## src/rtl/core/bpm_pkg.sv

```systemverilog
// bpm_pkg: types and constants shared by the byte pattern matcher.
// No dependencies; compile first.
`timescale 1ns / 1ps

package bpm_pkg;

	localparam int BYTE_W    = 8;
	localparam int IDX_W     = 7;
	localparam int LEN_W     = 8;
	localparam int SELF_W    = 32;
	localparam int ADDR_W    = 64;
	localparam int COUNT_W   = 32;
	localparam int CFG_IDX_W = 2;
	localparam int CFG_W     = 64;

	typedef enum logic [1:0] {
		OP_LOAD  = 2'd0,
		OP_DATA  = 2'd1,
		OP_START = 2'd2
	} op_t;

	localparam logic [CFG_IDX_W-1:0] REG_PATTERN_LENGTH = 2'd0;
	localparam logic [CFG_IDX_W-1:0] REG_SELF_OFFSET    = 2'd1;
	localparam logic [CFG_IDX_W-1:0] REG_SKIP_SELF      = 2'd2;
	localparam logic [CFG_IDX_W-1:0] REG_BASE_ADDRESS   = 2'd3;

	localparam logic [LEN_W-1:0]  PATTERN_LENGTH_RST = 8'd1;
	localparam logic [SELF_W-1:0] SELF_OFFSET_RST    = '0;
	localparam logic              SKIP_SELF_RST      = 1'b1;
	localparam logic [ADDR_W-1:0] BASE_ADDRESS_RST   = '0;

	// broadcast to every cell of the chain
	typedef struct packed {
		logic              shift;
		logic              clear;
		logic [BYTE_W-1:0] din;
	} cell_ctl_t;

endpackage

```

## src/rtl/core/bpm_if.sv

```systemverilog


interface bpm_result_if;
	logic                          valid;
	logic                          ready;
	logic [bpm_pkg::ADDR_W-1:0]    match_address;
	logic [bpm_pkg::COUNT_W-1:0]   match_number;

	modport source (output valid, match_address, match_number, input ready);
	modport sink   (input valid, match_address, match_number, output ready);
endinterface


```

## src/rtl/core/bpm_report.sv

```systemverilog
// bpm_report: self-offset filter, saturating match count and result register.
// Depends on bpm_pkg and bpm_if.
`timescale 1ns / 1ps

module bpm_report #(
	parameter int OFFSET_BITS = 32
) (
	input  logic                          clk,
	input  logic                          arst_n,
	input  logic                          up_valid,
	input  logic                          up_clear,
	input  logic                          up_hit,
	input  logic [OFFSET_BITS-1:0]        up_start,
	output logic                          up_ready,
	input  logic [bpm_pkg::SELF_W-1:0]    self_offset,
	input  logic                          skip_self,
	input  logic [bpm_pkg::ADDR_W-1:0]    base_address,
	bpm_result_if.source                  result
);

	localparam int CMP_W = (OFFSET_BITS > bpm_pkg::SELF_W) ? OFFSET_BITS : bpm_pkg::SELF_W;

	logic                           valid_s2;
	logic                           clear_s2;
	logic                           hit_s2;
	logic [OFFSET_BITS-1:0]         start_s2;
	logic [bpm_pkg::COUNT_W-1:0]    count_q;
	logic                           out_valid_q;
	logic [bpm_pkg::ADDR_W-1:0]     address_q;
	logic [bpm_pkg::COUNT_W-1:0]    number_q;

	logic                           out_free;
	logic                           is_self;
	logic                           emit;
	logic [bpm_pkg::COUNT_W-1:0]    count_next;

	assign out_free = !out_valid_q || result.ready;
	assign up_ready = !valid_s2 || out_free;

	assign is_self    = skip_self && (CMP_W'(start_s2) == CMP_W'(self_offset));
	assign emit       = valid_s2 && !clear_s2 && hit_s2 && !is_self;
	assign count_next = (count_q == '1) ? count_q : count_q + 1'b1;

	always_ff @(posedge clk or negedge arst_n) begin
		if (!arst_n) begin
			valid_s2 <= 1'b0;
			clear_s2 <= 1'b0;
			hit_s2   <= 1'b0;
		end else if (up_ready) begin
			valid_s2 <= up_valid;
			clear_s2 <= up_clear;
			hit_s2   <= up_hit;
		end
	end

	always_ff @(posedge clk) begin
		if (up_ready) begin
			start_s2 <= up_start;
		end
	end

	always_ff @(posedge clk or negedge arst_n) begin
		if (!arst_n) begin
			count_q     <= '0;
			out_valid_q <= 1'b0;
		end else if (out_free) begin
			out_valid_q <= emit;
			if (valid_s2 && clear_s2) begin
				count_q <= '0;
			end else if (emit) begin
				count_q <= count_next;
			end
		end
	end

	always_ff @(posedge clk) begin
		if (out_free && emit) begin
			address_q <= base_address + bpm_pkg::ADDR_W'(start_s2);
			number_q  <= count_next;
		end
	end

	assign result.valid         = out_valid_q;
	assign result.match_address = address_q;
	assign result.match_number  = number_q;

endmodule

```

## src/flat_wrapper.sv

```systemverilog
// flat-port wrapper written by rule: the top's interface ports become plain ports
module bpm_report_flat 
#(
	parameter int OFFSET_BITS = 32
)
  (clk, arst_n, up_valid, up_clear, up_hit, up_start, up_ready, self_offset, skip_self, base_address, result_valid, result_match_address, result_match_number, result_ready);
  bpm_result_if result_i ();
  input  logic clk;
  input  logic arst_n;
  input  logic up_valid;
  input  logic up_clear;
  input  logic up_hit;
  input  logic [OFFSET_BITS-1:0] up_start;
  output logic up_ready;
  input  logic [bpm_pkg::SELF_W-1:0] self_offset;
  input  logic skip_self;
  input  logic [bpm_pkg::ADDR_W-1:0] base_address;
  output wire logic [$bits(result_i.valid)-1:0] result_valid;
  output wire logic [$bits(result_i.match_address)-1:0] result_match_address;
  output wire logic [$bits(result_i.match_number)-1:0] result_match_number;
  input wire logic [$bits(result_i.ready)-1:0] result_ready;
  assign result_valid = result_i.valid;
  assign result_match_address = result_i.match_address;
  assign result_match_number = result_i.match_number;
  assign result_i.ready = result_ready;
  bpm_report #(.OFFSET_BITS(OFFSET_BITS)) u_core (.clk(clk), .arst_n(arst_n), .up_valid(up_valid), .up_clear(up_clear), .up_hit(up_hit), .up_start(up_start), .up_ready(up_ready), .self_offset(self_offset), .skip_self(skip_self), .base_address(base_address), .result(result_i));
endmodule
```

## config.mk

```make
export PLATFORM = sky130hd
export DESIGN_NAME = bpm_report_flat
export DESIGN_NICKNAME = d
export VERILOG_FILES = /design/src/rtl/core/bpm_pkg.sv /design/src/rtl/core/bpm_if.sv /design/src/rtl/core/bpm_report.sv /design/src/flat_wrapper.sv
export SDC_FILE = /design/constraint.sdc
export NUM_CORES = 1
export LEC_CHECK = 0
export BUFFER_PORTS_ARGS = -buffer_cell sky130_fd_sc_hd__buf_2
export CAP_MARGIN = 10
export CORE_ASPECT_RATIO = 1.4
export CORE_MARGIN = 3
export CORE_UTILIZATION = 54
export DETAILED_ROUTE_END_ITERATION = 8
export PLACE_DENSITY_LB_ADDON = 0.05
export SETUP_SLACK_MARGIN = 0.3
export SLEW_MARGIN = 15
export SYNTH_ARGS = -nofsm -noshare
export SYNTH_HDL_FRONTEND = slang
export SYNTH_SLANG_ARGS = --single-unit
```

## constraint.sdc

```tcl
create_clock -name clk -period 4.8 [get_ports clk]
set_input_delay 0.96 -clock clk [delete_from_list [all_inputs] [get_ports clk]]
set_output_delay 0.96 -clock clk [all_outputs]
set_load 0.01 [all_outputs]
```

==> implementation parameters <==
Parameter                              Value

Die
  Std-Cell Rows    54
  Die extent in y    roughly 160 µm
  Starting density of the core    55.9%
  Number of primary I/O pins    233
  Floorplan Core Area    0.0159 mm²
  Die width    around 110 µm
  Die area    ~0.018 mm²

Clock network
  Clock slew at reported path FFs    0.06 ns
  Number of gates given a new drive strength after cts    0
  Clock Tree Root    sky130_fd_sc_hd__clkbuf_16
  Worst-skew pair later-pin latency    around 0.43 ns
  Clock buffer count from CTS    17
  Clock tree from TritonCTS    yes
  Maximum level of the CTS H-tree    4
  Quantity of hold-fixing buffers added after cts    0
  Sink count of the clock tree    between 150 and 200
  Post-CTS repair timing setup buffer count    0
  Buffer depth of the longest clock path    2

Synthesis
  Main combinational cell family by area after synthesis    simple AND/OR/NAND/NOR gates
  Top cells by area, synth    sky130_fd_sc_hd__edfxtp_1 (43%), sky130_fd_sc_hd__dfrtp_1 (10%), sky130_fd_sc_hd__xor2_1 (8.3%)
  Proportion of synthesized flip-flops having asynchronous set or reset    roughly 22%
  EDFF count, synth    approximately 130
  Yosys cell types    70
  Post-synth top flop    sky130_fd_sc_hd__edfxtp_1
  Most common cell in the netlist    sky130_fd_sc_hd__edfxtp_1
  Post-synth top cells    sky130_fd_sc_hd__edfxtp_1 (128), sky130_fd_sc_hd__xor2_1 (84), sky130_fd_sc_hd__nand2_1 (59)
  Part of the Yosys area used for sequential elements    53.5%
  Flip-flop and latch count after synthesis    164
  Synthesized area per cell    roughly 12 µm²
  Synthesized-area fraction occupied by adder cells    under 10%
  Syn nets    ~940
  Post-Synthesis Cell Area    0.00887 mm²
  Synthesized-area fraction occupied by ao, oa, aoi and oai cells    12.4%
  Mux cell area share after synthesis    0.381%
  Fraction of the mapped netlist area in simple logic gates    between 10% and 20%
  Xor-xnor portion of the synthesized cell area    11.9%
  Instance count of the mapped netlist    between 700 and 800
  Yosys synthesis warning count    0
  Largest area contributor in the synthesized netlist    sky130_fd_sc_hd__edfxtp_1
  Fraction of synthesized cell area taken by the top area cell type    43.3%

GRT
  Remaining global-route overflow    0
  Vias in the first global route    6775
  First-pass GRT wire length    33.9 mm
  Antenna violations before repair    1
  Maximum number of pins on one net before global-route repair    58
  Overall global routing resource usage    24.5%

Setup path
  Maximum fanout count along the critical path    8
  Crit path kind    in -> reg
  Series of cell instances along the critical path    buf_2 > ha_1 > fa_1 > a211oi_1 > or2_2 > o21ai_1 > o21ai_0 > a41oi_2 > a21boi_2 > nor4b_1 > xor2_1
  Crit path DAT    3.78 ns
  Worst EP required    4.97 ns
  Kind of capture point of the worst setup path    flip-flop
  Slowest cell delay on critical path    0.49 ns
  Cell type of the slowest stage on the worst timing path    sky130_fd_sc_hd__a21boi_2
  CP Launch Type    input port

Route
  Detailed-route DRC error count    0
  First-pass iteration count of the detailed router    5
  Post-Route WL    around 22 mm
  Final routed wire length divided by cell count    ~18 µm
  Via count    6894
  Count of nets left with antenna violations after detail routing    0
  Initial DRC Count    416
  Routed via count divided by cell count    ~5.7

Final layout
  Net count, final    1171
  Area growth from synthesis to layout    23.1%
  Proportion of layout cells with a drive suffix above 1    29.3%

Outcome
  Outcome    completed

STA
  Min Tclk post-route    3.61 ns
  Setup-violating endpoint count in the final report    0
  Fin. Hold Viols    0
  Final Max Slew Viols    0
  Slew @ Worst Pin    around 0.9 ns
  RSZ-0062 raised after global routing    false
  Max Freq    277 MHz
  Portion of the clock cycle consumed by the worst path in the final layout    between 70 and 80%
  Setup Skew    0.0123 ns
  Relative slew slack    41.2%
  Setup TNS after final layout    0 ns

Power and ir drop
  Power density of the placed cells    341 mW/mm²
  Worst IR Drop VDD    around 0.00025 V
  Final Power    0.00372 W
  Leak pwr    4.63 nW

Place
  Weighted congestion at the end of routability-driven global placement    ~0.88
  HPWL Detailed    16.9 mm
  Count of buffers from port buffering    232

Hold path
  Worst hold path class    reg -> reg

Run
  Number of maximum-capacitance constraint violations    0
-- state kept, by name (all words and copies together), names as in the netlist --
signal                       cells
u_core.clear_s2                  1
u_core.count_q                  32
u_core.hit_s2                    1
u_core.result.match_address     64
u_core.result.match_number      32
u_core.result.valid              1
u_core.start_s2                 32
u_core.valid_s2                  1
-- per-stage QoR --
step | setup WS, ns | utilization, % | instance area, µm² | hold WS (ns) | cells
5_1_grt | 0.936 | 68.8 | 10900 | 0.495 | 1212
4_1_cts | 1.23 | 68.8 | 10900 | 0.482 | 1211
2_1_floorplan | 1.07 | - | 8870 | 0.450 | 769
3_5_place_dp | 0.793 | 64.6 | 10300 | 0.474 | 1179
3_3_place_gp | 0.883 | 64.6 | 10300 | 0.465 | 1179
6_report | 1.19 | 68.8 | 10900 | 0.483 | 1212
-- worst max-delay path, delay by kind of cell --
family	cells	cell delay, ns
and+or+nand+nor	2	0.29
xor gates and xnor gates	1	0.18
AOI/OAI and AO/OA	5	1.60
adders and majority gates	2	0.65
buffers and inverters	1	0.10
-- placed cells by master (no fill, tap or decap), drive strengths merged, types with 5 or more instances in the layout --
cell type,instances
a31oi,10
and3,14
edfxtp,128
a22o,8
o21a,7
nand2b,8
a21oi,37
buf,239
xnor2,37
a21o,19
nor2,52
dfrtp,36
and4,8
nor4,16
nand3,23
or2,5
ha,33
o21ai,42
clkinv,6
nor3b,6
nor3,17
clkbuf,20
nand4,22
xor2,84
inv,12
nand2,59
-- power by group --
part | internal (W) | total, W | switching (W)
clock network | 0.000903 | 0.00148 | 0.000580
registers | 0.00163 | 0.00167 | 0.0000407
logic | 0.000237 | 0.000571 | 0.000333
total | 0.00277 | 0.00372 | 0.000954
-- routing by layer --
| layer | global-route usage [%] | part of all wire, % | vias up |
|---|---|---|---|
| met5 | 0 | 0 | - |
| met3 | 6.92 | 7.7 | 60 |
| li1 | - | - | 3352 |
| met4 | 13.1 | 4.5 | 0 |
| met2 | 42.8 | 51 | 282 |
| met1 | 26.8 | 36 | 3200 |
-- area by class of cell --
type / count / area [µm²]
Antenna cell: 1 / 2.50
Clock inverter: 12 / 164
Sequential cell: 164 / 4740
Inverter: 9 / 36.3
Clock buffer: 20 / 489
Tap cell: 196 / 245
Multi-Input combinational cell: 571 / 3990
Timing Repair Buffer: 239 / 1250
Fill cell: 1212 / 4960
-- path summary, 6_finish.rpt --
check | from | end | slack [ns] | cells after the start
max in group asynchronous | arst_n | u_core.count_q[4]$_DFFE_PN0P_ | 3.61 | 1
worst min register to register | u_core.count_q[31]$_DFFE_PN0P_ | u_core.count_q[31]$_DFFE_PN0P_ | 0.48 | 1
worst max-delay path | base_address[0] | u_core.result.match_address[58]$_DFFE_PP_ | 1.19 | 11
worst min-delay path | u_core.count_q[31]$_DFFE_PN0P_ | u_core.count_q[31]$_DFFE_PN0P_ | 0.48 | 1
min in group asynchronous | arst_n | u_core.count_q[25]$_DFFE_PN0P_ | 0.65 | 1
worst max register to register | u_core.start_s2[0]$_DFFE_PP_ | u_core.result.match_address[58]$_DFFE_PP_ | 1.39 | 10
-- cells by family (layout without fill, tap and decap cells) --
group                      count (synthesis)  after routing
other                                      0              1
buffers and inverters                     34            280
adders and majority gates                 34             34
and+or+nand+nor                          252            252
DFF                                      164            164
AOI/OAI and AO/OA                        161            161
xor gates and xnor gates                 121            121
muxes                                      3              3
Power figures use the tool's default switching activity.
