[src/rtl/core/bpm_pkg.sv]
// bpm_pkg: types and constants shared by the byte pattern matcher.
// No dependencies; compile first.
`timescale 1ns / 1ps

package bpm_pkg;

	localparam int BYTE_W    = 8;
	localparam int IDX_W     = 7;
	localparam int LEN_W     = 8;
	localparam int SELF_W    = 32;
	localparam int ADDR_W    = 64;
	localparam int COUNT_W   = 32;
	localparam int CFG_IDX_W = 2;
	localparam int CFG_W     = 64;

	typedef enum logic [1:0] {
		OP_LOAD  = 2'd0,
		OP_DATA  = 2'd1,
		OP_START = 2'd2
	} op_t;

	localparam logic [CFG_IDX_W-1:0] REG_PATTERN_LENGTH = 2'd0;
	localparam logic [CFG_IDX_W-1:0] REG_SELF_OFFSET    = 2'd1;
	localparam logic [CFG_IDX_W-1:0] REG_SKIP_SELF      = 2'd2;
	localparam logic [CFG_IDX_W-1:0] REG_BASE_ADDRESS   = 2'd3;

	localparam logic [LEN_W-1:0]  PATTERN_LENGTH_RST = 8'd1;
	localparam logic [SELF_W-1:0] SELF_OFFSET_RST    = '0;
	localparam logic              SKIP_SELF_RST      = 1'b1;
	localparam logic [ADDR_W-1:0] BASE_ADDRESS_RST   = '0;

	// broadcast to every cell of the chain
	typedef struct packed {
		logic              shift;
		logic              clear;
		logic [BYTE_W-1:0] din;
	} cell_ctl_t;

endpackage

[src/rtl/core/bpm_cell.sv]
// bpm_cell: one pattern byte and one window byte of the compare chain.
// Depends on bpm_pkg.
`timescale 1ns / 1ps

module bpm_cell (
	input  logic                       clk,
	input  logic                       arst_n,
	input  bpm_pkg::cell_ctl_t         ctl,
	input  logic                       load,
	input  logic [bpm_pkg::BYTE_W-1:0] nbr,
	input  logic [bpm_pkg::BYTE_W-1:0] cmp,
	input  logic                       active,
	output logic [bpm_pkg::BYTE_W-1:0] win,
	output logic                       ok
);

	logic [bpm_pkg::BYTE_W-1:0] pat_q;
	logic [bpm_pkg::BYTE_W-1:0] win_q;

	always_ff @(posedge clk) begin
		if (load) begin
			pat_q <= ctl.din;
		end
	end

	always_ff @(posedge clk or negedge arst_n) begin
		if (!arst_n) begin
			win_q <= '0;
		end else if (ctl.clear) begin
			win_q <= '0;
		end else if (ctl.shift) begin
			win_q <= nbr;
		end
	end

	assign win = win_q;
	assign ok  = !active || (cmp == pat_q);

endmodule

[config.mk]
export PLATFORM = sky130hd
export DESIGN_NAME = bpm_cell
export DESIGN_NICKNAME = d
export VERILOG_FILES = /design/src/rtl/core/bpm_pkg.sv /design/src/rtl/core/bpm_cell.sv
export SDC_FILE = /design/constraint.sdc
export NUM_CORES = 1
export LEC_CHECK = 0
export BUFFER_PORTS_ARGS = -buffer_cell sky130_fd_sc_hd__buf_2
export CORE_MARGIN = 5
export CORE_UTILIZATION = 44
export CTS_CLUSTER_SIZE = 20
export DETAILED_ROUTE_END_ITERATION = 8
export HOLD_SLACK_MARGIN = 0.05
export PLACE_DENSITY_LB_ADDON = 0.15
export SLEW_MARGIN = 0
export SYNTH_ARGS = -nofsm -noshare
export SYNTH_HDL_FRONTEND = slang
export SYNTH_SLANG_ARGS = --single-unit
[constraint.sdc]
create_clock -name clk -period 2.2 [get_ports clk]
set_input_delay 0.22 -clock clk [delete_from_list [all_inputs] [get_ports clk]]
set_output_delay 0.22 -clock clk [all_outputs]
set_load 0.01 [all_outputs]
==> run summary, run 1 <==
status -> finished, final reports clean
Sink Count -> 16
Finish-stage setup viols -> 0
setup TNS -> 0 ns
core area -> 0.00145 mm^2
CTS hold repair buffers -> 1
clock skew -> 0 ns
Syn-to-layout area delta -> 35.4%
WHS -> 0.112 ns
Initial DRC Count -> 4
final hold violations -> 0
Max Transition Viols Final -> 0
DR WL/cell -> 11.9 um
worst slew pin tran -> 0.233 ns
TritonCTS buffer count -> 3
#FFs+latches synth -> 16
final core area utilization -> 60.8%
period utilisation layout -> 65.4%
Tmin final -> 1.44 ns
Overflow after GRT -> 0
initial antenna violation count -> 0
Vias per Instance -> 4.79
CTS resizes -> 0
Max FO, Critical Path -> 1
pin count of the biggest net entering global routing -> 10
RD Place Congestion -> 0.649
remaining antenna violation count -> 0
filler instances -> 125
post-route setup slack -> 0.760 ns
CTS H-tree lvls -> 1
sequential-to-total area share from yosys stat -> 67.4%
CTS tree -> built
post-synthesis cell count -> 45
CP startpoint kind -> flop
die area -> 0.00235 mm^2
Buffers on Ports -> 38
synthesized cell area -> 653 um^2
vias post-DR -> 489
unrepaired setup endpoints after global routing -> false
CTS clk-pin slew, worst paths -> 0.09 ns
Worst Setup Path Type -> reg -> out
Tot GR Track Use -> 10.2%
DR DRC count -> 0
Max Fclk -> 695 MHz
arrival time worst endpoint -> 1.22 ns
final wirelength -> 1.21 mm
syn nets -> 75
YS warnings -> 0
# Post-CTS Setup Buffers -> 0
WP data required -> 1.98 ns
clock root cell -> clkbuf_4
Rel. slew slack -> 84.5%
Hold WC Path Type -> in -> reg
Starting Density -> 44.9%
Max VDD drop -> 430 uV
# nets final -> 117
leakage -> 0.442 nW
synth unique cells -> 9
worst slack, placed -> 1.05 ns
layout cell share with drive strength beyond 1 -> 47.7%
crit end category -> primary output
DIE WIDTH -> 48.5 um
vias in the first global route -> 509
dpl hpwl -> 1.00 mm
global-route wire length before repair -> 1.98 mm
DR pass1 iterations -> 3
I/O Pins -> 39
Die H -> 48.5 um
Power Density -> 659 mW/mm^2
max_cap viols -> 0
diode count -> 0
Max Buffers Root-to-Sink -> 2
Row Count -> 14
Worst Hold Depth -> 1
Clock Latency Late Sink -> 0.28 ns
Post-Synthesis Mean Instance Area -> 14.5 um^2
R2R depth -> 2
-- metrics by stage --
| step | cells | area (um^2) | power [W] |
|---|---|---|---|
| 6_report | 102 | 885 | 0.000583 |
| 5_1_grt | 102 | 885 | 0.000613 |
| 3_3_place_gp | 97 | 848 | 0.000433 |
| 3_5_place_dp | 97 | 848 | 0.000436 |
| 4_1_cts | 102 | 885 | 0.000595 |
| 2_1_floorplan | 45 | 653 | 0.000392 |
-- cell usage after synthesis, drive strengths merged --
library cell | count | area share, %
nor2 | 8 | 4.6
o21ai | 1 | 0.77
edfxtp | 8 | 37
xnor2 | 8 | 11
buf | 2 | 2.3
dfrtp | 8 | 31
mux2i | 8 | 12
nand4 | 2 | 1.9
-- cell type report --
cell class	count	area, um^2	share of cell area, %
flip-flops and latches	16	440	49.8
repair buffers	39	200	22.6
multi-input cells	27	198	22.3
clock buffers	4	26.3	2.97
well taps	16	20.0	2.26
-- cells by family after synthesis --
family	count (synthesis)	synth area share, %
AO/OA/AOI/OAI	1	0.766
XOR/XNOR	8	10.7
buffers and inverters	2	2.30
flip-flops	16	67.4
multiplexers	8	12.3
AND/OR/NAND/NOR	10	6.51
-- where the power goes --
group,internal [W],leakage (nW),total (W),switching (W)
Combinational,0.0000467,0.243,0.0000834,0.0000367
Clock,0.0000703,0.0150,0.000154,0.0000833
Sequential,0.000336,0.184,0.000346,0.00000930
-- critical path, cell delays in order (launching register included) --
cell	delay (ns)
edfxtp_1	0.39
xnor2_1	0.18
nand4_1	0.11
o21ai_1	0.13
buf_2	0.14
-- per-layer routing --
layer	global-route usage, %	up-vias	wire length, um
met5	0	-	0
li1	-	237	-
met4	4.04	0	0
met3	4.60	0	139
met2	17.8	23	643
met1	10.5	229	430
-- path summary, 6_finish.rpt --
check                                   start  slack (ns)            endpoint
setup / recovery           pat_q[5]$_DFFE_PP_        0.76                  ok
hold / removal                         ctl[7]        0.11  pat_q[7]$_DFFE_PP_
setup reg to reg           win[4]$_DFFE_PN0P_        1.51  win[4]$_DFFE_PN0P_
hold reg to reg            win[1]$_DFFE_PN0P_        0.53  win[1]$_DFFE_PN0P_
max in group asynchronous              arst_n        1.74  win[4]$_DFFE_PN0P_
min in group asynchronous              arst_n        0.29  win[5]$_DFFE_PN0P_
-- state kept, by name (all words and copies together) (netlist names) --
signal and flops:
pat_q 8, win 8
-- cell usage in the layout, fill, tap and decap left out, drive strengths merged --
cell / n
dlygate4sd3: 1
edfxtp: 8
clkbuf: 4
buf: 38
dfrtp: 8
xnor2: 8
nand4: 2
mux2i: 8
o21ai: 1
nor2: 8
No activity file was read; power rests on OpenSTA's default activity.
==> inputs of run 2 (changes only) <==
CORE_UTILIZATION = 41   (was 44)
clock period = 1.4 ns   (was 2.2 ns; I/O delays follow)
==> run 2 against run 1 <==
Compared with the run above:
- count of clock-buffer cells in the layout unchanged
- die area rose by 5.8%
- global-route usage rose by 0.52 points
- critical path depth did not move
- clock skew did not move
- combinational power is 77% higher
- non-clock buffer count increased by 8
- clock power up 89%
- largest power group unchanged
==> run summary, run 2 (same netlist as run 1, synthesis figures left out) <==
status -> finished, final reports clean (unchanged)
CP startpoint kind -> flop (unchanged)
leakage -> 0.482 nW (was 0.442 nW)
period utilisation layout -> 96.7%
DIE WIDTH -> 49.9 um (was 48.5 um)
final hold violations -> 0 (unchanged)
global-route wire length before repair -> 2.20 mm (was 1.98 mm)
Die H -> 49.9 um (was 48.5 um)
Max Fclk -> 738 MHz
placed inst area -> 848 um^2 (unchanged)
Finish-stage setup viols -> 0 (unchanged)
crit end category -> primary output (unchanged)
Syn-to-layout area delta -> 49.2% (was 35.4%)
Row Count -> 14 (unchanged)
Power Density -> 1010 mW/mm^2 (was 659 mW/mm^2)
CTS clk-pin slew, worst paths -> 0.09 ns (about the same)
max_cap viols -> 0 (unchanged)
Hold WC Path Type -> in -> reg (unchanged)
clock root cell -> clkbuf_4 (unchanged)
Tmin final -> 1.35 ns
dpl hpwl -> 1.02 mm (was 1.00 mm)
commonest non-fill, non-tap cell in the layout -> buf_2 (unchanged)
Worst Setup Path Type -> reg -> out (unchanged)
initial antenna violation count -> 0 (unchanged)
Clock Latency Late Sink -> 0.27 ns (was 0.28 ns)
Max VDD drop -> 702 uV (was 430 uV)
pin count of the biggest net entering global routing -> 10 (unchanged)
Max Transition Viols Final -> 0 (unchanged)
remaining antenna violation count -> 0 (unchanged)
Buffers on Ports -> 38 (unchanged)
core area -> 0.00151 mm^2 (was 0.00145 mm^2)
layout cell share with drive strength beyond 1 -> 44.7% (was 47.7%)
CTS resizes -> 0 (unchanged)
unrepaired setup endpoints after global routing -> true (was false)
vias in the first global route -> 507 (was 509)
CTS H-tree lvls -> 1 (unchanged)
Rel. slew slack -> 84.3% (was 84.5%)
DR pass1 iterations -> 2 (was 3)
arrival time worst endpoint -> 1.21 ns (was 1.22 ns)
WP data required -> 1.26 ns (was 1.98 ns)
RD Place Congestion -> 0.699 (was 0.649)
# Post-CTS Setup Buffers -> 0 (unchanged)
I/O Pins -> 39 (unchanged)
final wirelength -> 1.30 mm (was 1.21 mm)
most frequent cells in the layout -> buf_2 (38), dlygate4sd3_1 (9)
Max Buffers Root-to-Sink -> 2 (unchanged)
Starting Density -> 43.4% (was 44.9%)
diode count -> 0 (unchanged)
Final Cell Area -> 975 um^2 (was 885 um^2)
Max FO, Critical Path -> 1 (unchanged)
# nets final -> 125 (was 117)
DR DRC count -> 0 (unchanged)
vias post-DR -> 499 (was 489)
clock skew -> 0 ns (unchanged)
Overflow after GRT -> 0 (unchanged)
final core area utilization -> 64.7% (was 60.8%)
Sink Count -> 16 (unchanged)
CTS tree -> built (unchanged)
Tot Pwr -> 0.000981 W (was 0.000583 W)
Vias per Instance -> 4.54 (was 4.79)
TritonCTS buffer count -> 3 (unchanged)
Tot GR Track Use -> 10.7% (was 10.2%)
worst slew pin tran -> 0.236 ns (was 0.233 ns)
DR WL/cell -> 11.9 um (about the same)
die area -> 0.00249 mm^2 (was 0.00235 mm^2)
Initial DRC Count -> 3 (was 4)
[run 2: final timing paths]
kind / start / endpoint / slack (ns) / cells past startpoint
hold / removal: nbr[3] / win[3]$_DFFE_PN0P_ / 0.10 / 3
setup reg to reg: win[4]$_DFFE_PN0P_ / win[4]$_DFFE_PN0P_ / 0.72 / 2
min in group asynchronous: arst_n / win[0]$_DFFE_PN0P_ / 0.22 / 2
max in group asynchronous: arst_n / win[4]$_DFFE_PN0P_ / 1.02 / 2
hold reg to reg: win[6]$_DFFE_PN0P_ / win[6]$_DFFE_PN0P_ / 0.53 / 2
setup / recovery: pat_q[0]$_DFFE_PP_ / ok / 0.05 / 4
[run 2: critical path, stage by stage, from the launching register on]
cell,delay [ns]
edfxtp_1,0.40
xnor2_1,0.17
nand4_1,0.12
o21ai_1,0.13
buf_2,0.14
[run 2: area by class of cell]
type | count | area [um^2]
Clock buffer | 4 | 36.3
Fill cell | 120 | 532
Multi-Input combinational cell | 27 | 198
Sequential cell | 16 | 440
Tap cell | 16 | 20.0
Timing Repair Buffer | 47 | 280
[run 2: per-stage QoR]
stage / hold slack [ns] / setup TNS (ns) / instances / worst slack, ns
floorplan: -0.156 / 0 / 45 / 0.435
global placement: -0.00957 / 0 / 97 / 0.340
detailed placement: -0.00815 / 0 / 97 / 0.321
CTS: 0.105 / 0 / 110 / 0.0131
global route: 0.115 / -0.0329 / 110 / -0.0329
finish: 0.104 / 0 / 110 / 0.0457
[run 2: routing by layer]
layer  global-route usage [%]  part of all wire [%]
met5                        0                     0
met2                     18.9                    57
met4                     1.31                     0
met1                     13.7                    37
met3                     2.41                   6.6
[run 2: report_power, final]
group	internal (W)	total, W	leakage [nW]	switching [W]
clock	0.000158	0.000291	0.0210	0.000133
combinational	0.0000879	0.000148	0.276	0.0000601
sequential	0.000528	0.000542	0.184	0.0000139
[run 2: what timing repair did]
action,4_1_cts,5_1_grt
endpoints found under the setup margin,0,1
hold buffers,9,0
endpoints found under the hold margin,16,0
==> inputs of run 3 (changes only) <==
PLACE_DENSITY_LB_ADDON = 0.1   (was 0.15)
==> run 3 against run 2 <==
Compared with the run above:
- register-to-register slack worse by 0.02 ns
- maximum frequency up 0.15%
- sequential cell count unchanged
- via count up 2.4%
- final area down 1.0%
- clock skew unchanged
- critical path type unchanged
- largest cell class unchanged
- largest power group unchanged
- highest routed layer unchanged
==> run summary, run 3 (same netlist as run 1, synthesis figures left out) <==
status -> finished, final reports clean (unchanged)
core area -> 0.00151 mm^2 (unchanged)
global-route wire length before repair -> 2.46 mm (was 2.20 mm)
max_cap viols -> 0 (unchanged)
Tot GR Track Use -> 13.4% (was 10.7%)
Vias per Instance -> 4.65 (was 4.54)
Max Buffers Root-to-Sink -> 2 (unchanged)
Tot Pwr -> 0.000936 W (was 0.000981 W)
crit end category -> primary output (unchanged)
TritonCTS buffer count -> 3 (unchanged)
critical path's top delay family -> flip-flops (unchanged)
Worst Setup Path Type -> reg -> out (unchanged)
# nets final -> 125 (unchanged)
pin count of the biggest net entering global routing -> 10 (unchanged)
vias in the first global route -> 523 (was 507)
Max FO, Critical Path -> 1 (unchanged)
Syn-to-layout area delta -> 47.7% (was 49.2%)
CP Cell Sequence -> xnor2_1 -> nand4_1 -> o21ai_1 -> buf_2 (unchanged)
period utilisation layout -> 96.6% (was 96.7%)
multi-input logic area -> 198 um^2 (unchanged)
DIE WIDTH -> 49.9 um (unchanged)
setup TNS -> 0 ns (unchanged)
Rel. slew slack -> 83.6% (was 84.3%)
Finish-stage setup viols -> 0 (unchanged)
unrepaired setup endpoints after global routing -> true (unchanged)
diode count -> 0 (unchanged)
final non-filler cell total -> 110 (unchanged)
DR DRC count -> 0 (unchanged)
CTS tree -> built (unchanged)
critical path's slowest cell -> edfxtp_1 (unchanged)
Starting Density -> 43.4% (unchanged)
CP startpoint kind -> flop (unchanged)
Max Transition Viols Final -> 0 (unchanged)
Placed Cells -> 97 (unchanged)
Max Fclk -> 740 MHz (was 738 MHz)
Sink Count -> 16 (unchanged)
FF/Latch Area -> 440 um^2 (unchanged)
filler instances -> 132 (was 120)
clock skew -> 0 ns (unchanged)
leakage -> 0.476 nW (was 0.482 nW)
Hold WC Path Type -> in -> reg (unchanged)
# Post-CTS Setup Buffers -> 0 (unchanged)
Overflow after GRT -> 0 (unchanged)
Power Density -> 971 mW/mm^2 (was 1010 mW/mm^2)
most frequent cells in the layout -> buf_2 (38), dlygate4sd3_1 (9) (unchanged)
Initial DRC Count -> 11 (was 3)
Tmin final -> 1.35 ns (about the same)
WP data required -> 1.26 ns (about the same)
DR pass1 iterations -> 4 (was 2)
remaining antenna violation count -> 0 (unchanged)
CTS resizes -> 0 (unchanged)
arrival time worst endpoint -> 1.21 ns (about the same)
die area -> 0.00249 mm^2 (unchanged)
Row Count -> 14 (unchanged)
Max stage delay on crit path -> 0.40 ns (about the same)
Clock Latency Late Sink -> 0.28 ns (was 0.27 ns)
I/O Pins -> 39 (unchanged)
Buffers on Ports -> 38 (unchanged)
commonest non-fill, non-tap cell in the layout -> buf_2 (unchanged)
final wirelength -> 1.52 mm (was 1.30 mm)
post-route setup slack -> 0.0478 ns (was 0.0457 ns)
CTS clk-pin slew, worst paths -> 0.09 ns (about the same)
initial antenna violation count -> 0 (unchanged)
RD Place Congestion -> 0.668 (was 0.699)
vias post-DR -> 511 (was 499)
clock root cell -> clkbuf_4 (unchanged)
worst slack, placed -> 0.335 ns (was 0.321 ns)
critical path buffer and inverter count -> 1 (unchanged)
dpl hpwl -> 1.06 mm (was 1.02 mm)
worst slew pin tran -> 0.245 ns (was 0.236 ns)
final hold violations -> 0 (unchanged)
DR WL/cell -> 13.8 um (was 11.9 um)
layout cell share with drive strength beyond 1 -> 43.6% (was 44.7%)
Die H -> 49.9 um (unchanged)
CTS H-tree lvls -> 1 (unchanged)
Max VDD drop -> 595 uV (was 702 uV)
## run 3: changes by cell type in the layout (fill, tap and decap cells not counted)
cell and delta:
clkbuf_8 -1, clkinv_1 +1
## run 3: final timing paths
check                                      to                from  depth (start not counted)  slack, ns
hold reg to reg            win[5]$_DFFE_PN0P_  win[5]$_DFFE_PN0P_                          2       0.52
min in group asynchronous  win[0]$_DFFE_PN0P_              arst_n                          2       0.23
setup / recovery                           ok  pat_q[4]$_DFFE_PP_                          4       0.05
max in group asynchronous  win[5]$_DFFE_PN0P_              arst_n                          2       1.00
hold / removal             win[5]$_DFFE_PN0P_              nbr[5]                          3        0.1
setup reg to reg           win[4]$_DFFE_PN0P_  win[4]$_DFFE_PN0P_                          2       0.70
## run 3: final cells by class
cell class                      count  share of cell area, %
Clock buffer                        3                   2.33
Sequential cell                    16                   45.7
Timing Repair Buffer               47                   29.1
Multi-Input combinational cell     27                   20.5
Clock inverter                      1                  0.389
Tap cell                           16                   2.08
## run 3: timing repair
item / 4_1_cts / 5_1_grt
hold buffers: 9 / 0
endpoints found under the setup margin: 0 / 1
endpoints found under the hold margin: 16 / 0
## run 3: metal layers
metal  part of all wire, %  routed length (um)  vias up  global-route usage (%)
met5                     0                   0        -                       0
met4                     0                   0        0                    5.24
met3                   4.1                  62        0                    4.22
met2                    60                 908       13                    24.2
met1                    36                 548      245                    14.2
li1                      -                   -      253                       -
## run 3: worst reg2reg max path, cell delays in order, from the launching register on
cell and delay [ns]:
dfrtp_1 0.40, mux2i_1 0.13, nor2_1 0.06
## run 3: metrics by stage
stage               area, um^2  hold slack, ns  util [%]
finish                     965          0.0990      64.0
global route               965          0.0873      64.0
CTS                        965          0.0894      64.0
detailed placement         848        -0.00423      56.3
global placement           848        -0.00650      56.3
floorplan                  653          -0.156         -
## run 3: where the power goes
group	leakage (nW)	switching [W]	internal [W]
clock	0.0154	0.000139	0.000103
combinational	0.276	0.0000625	0.0000879
sequential	0.184	0.0000148	0.000528
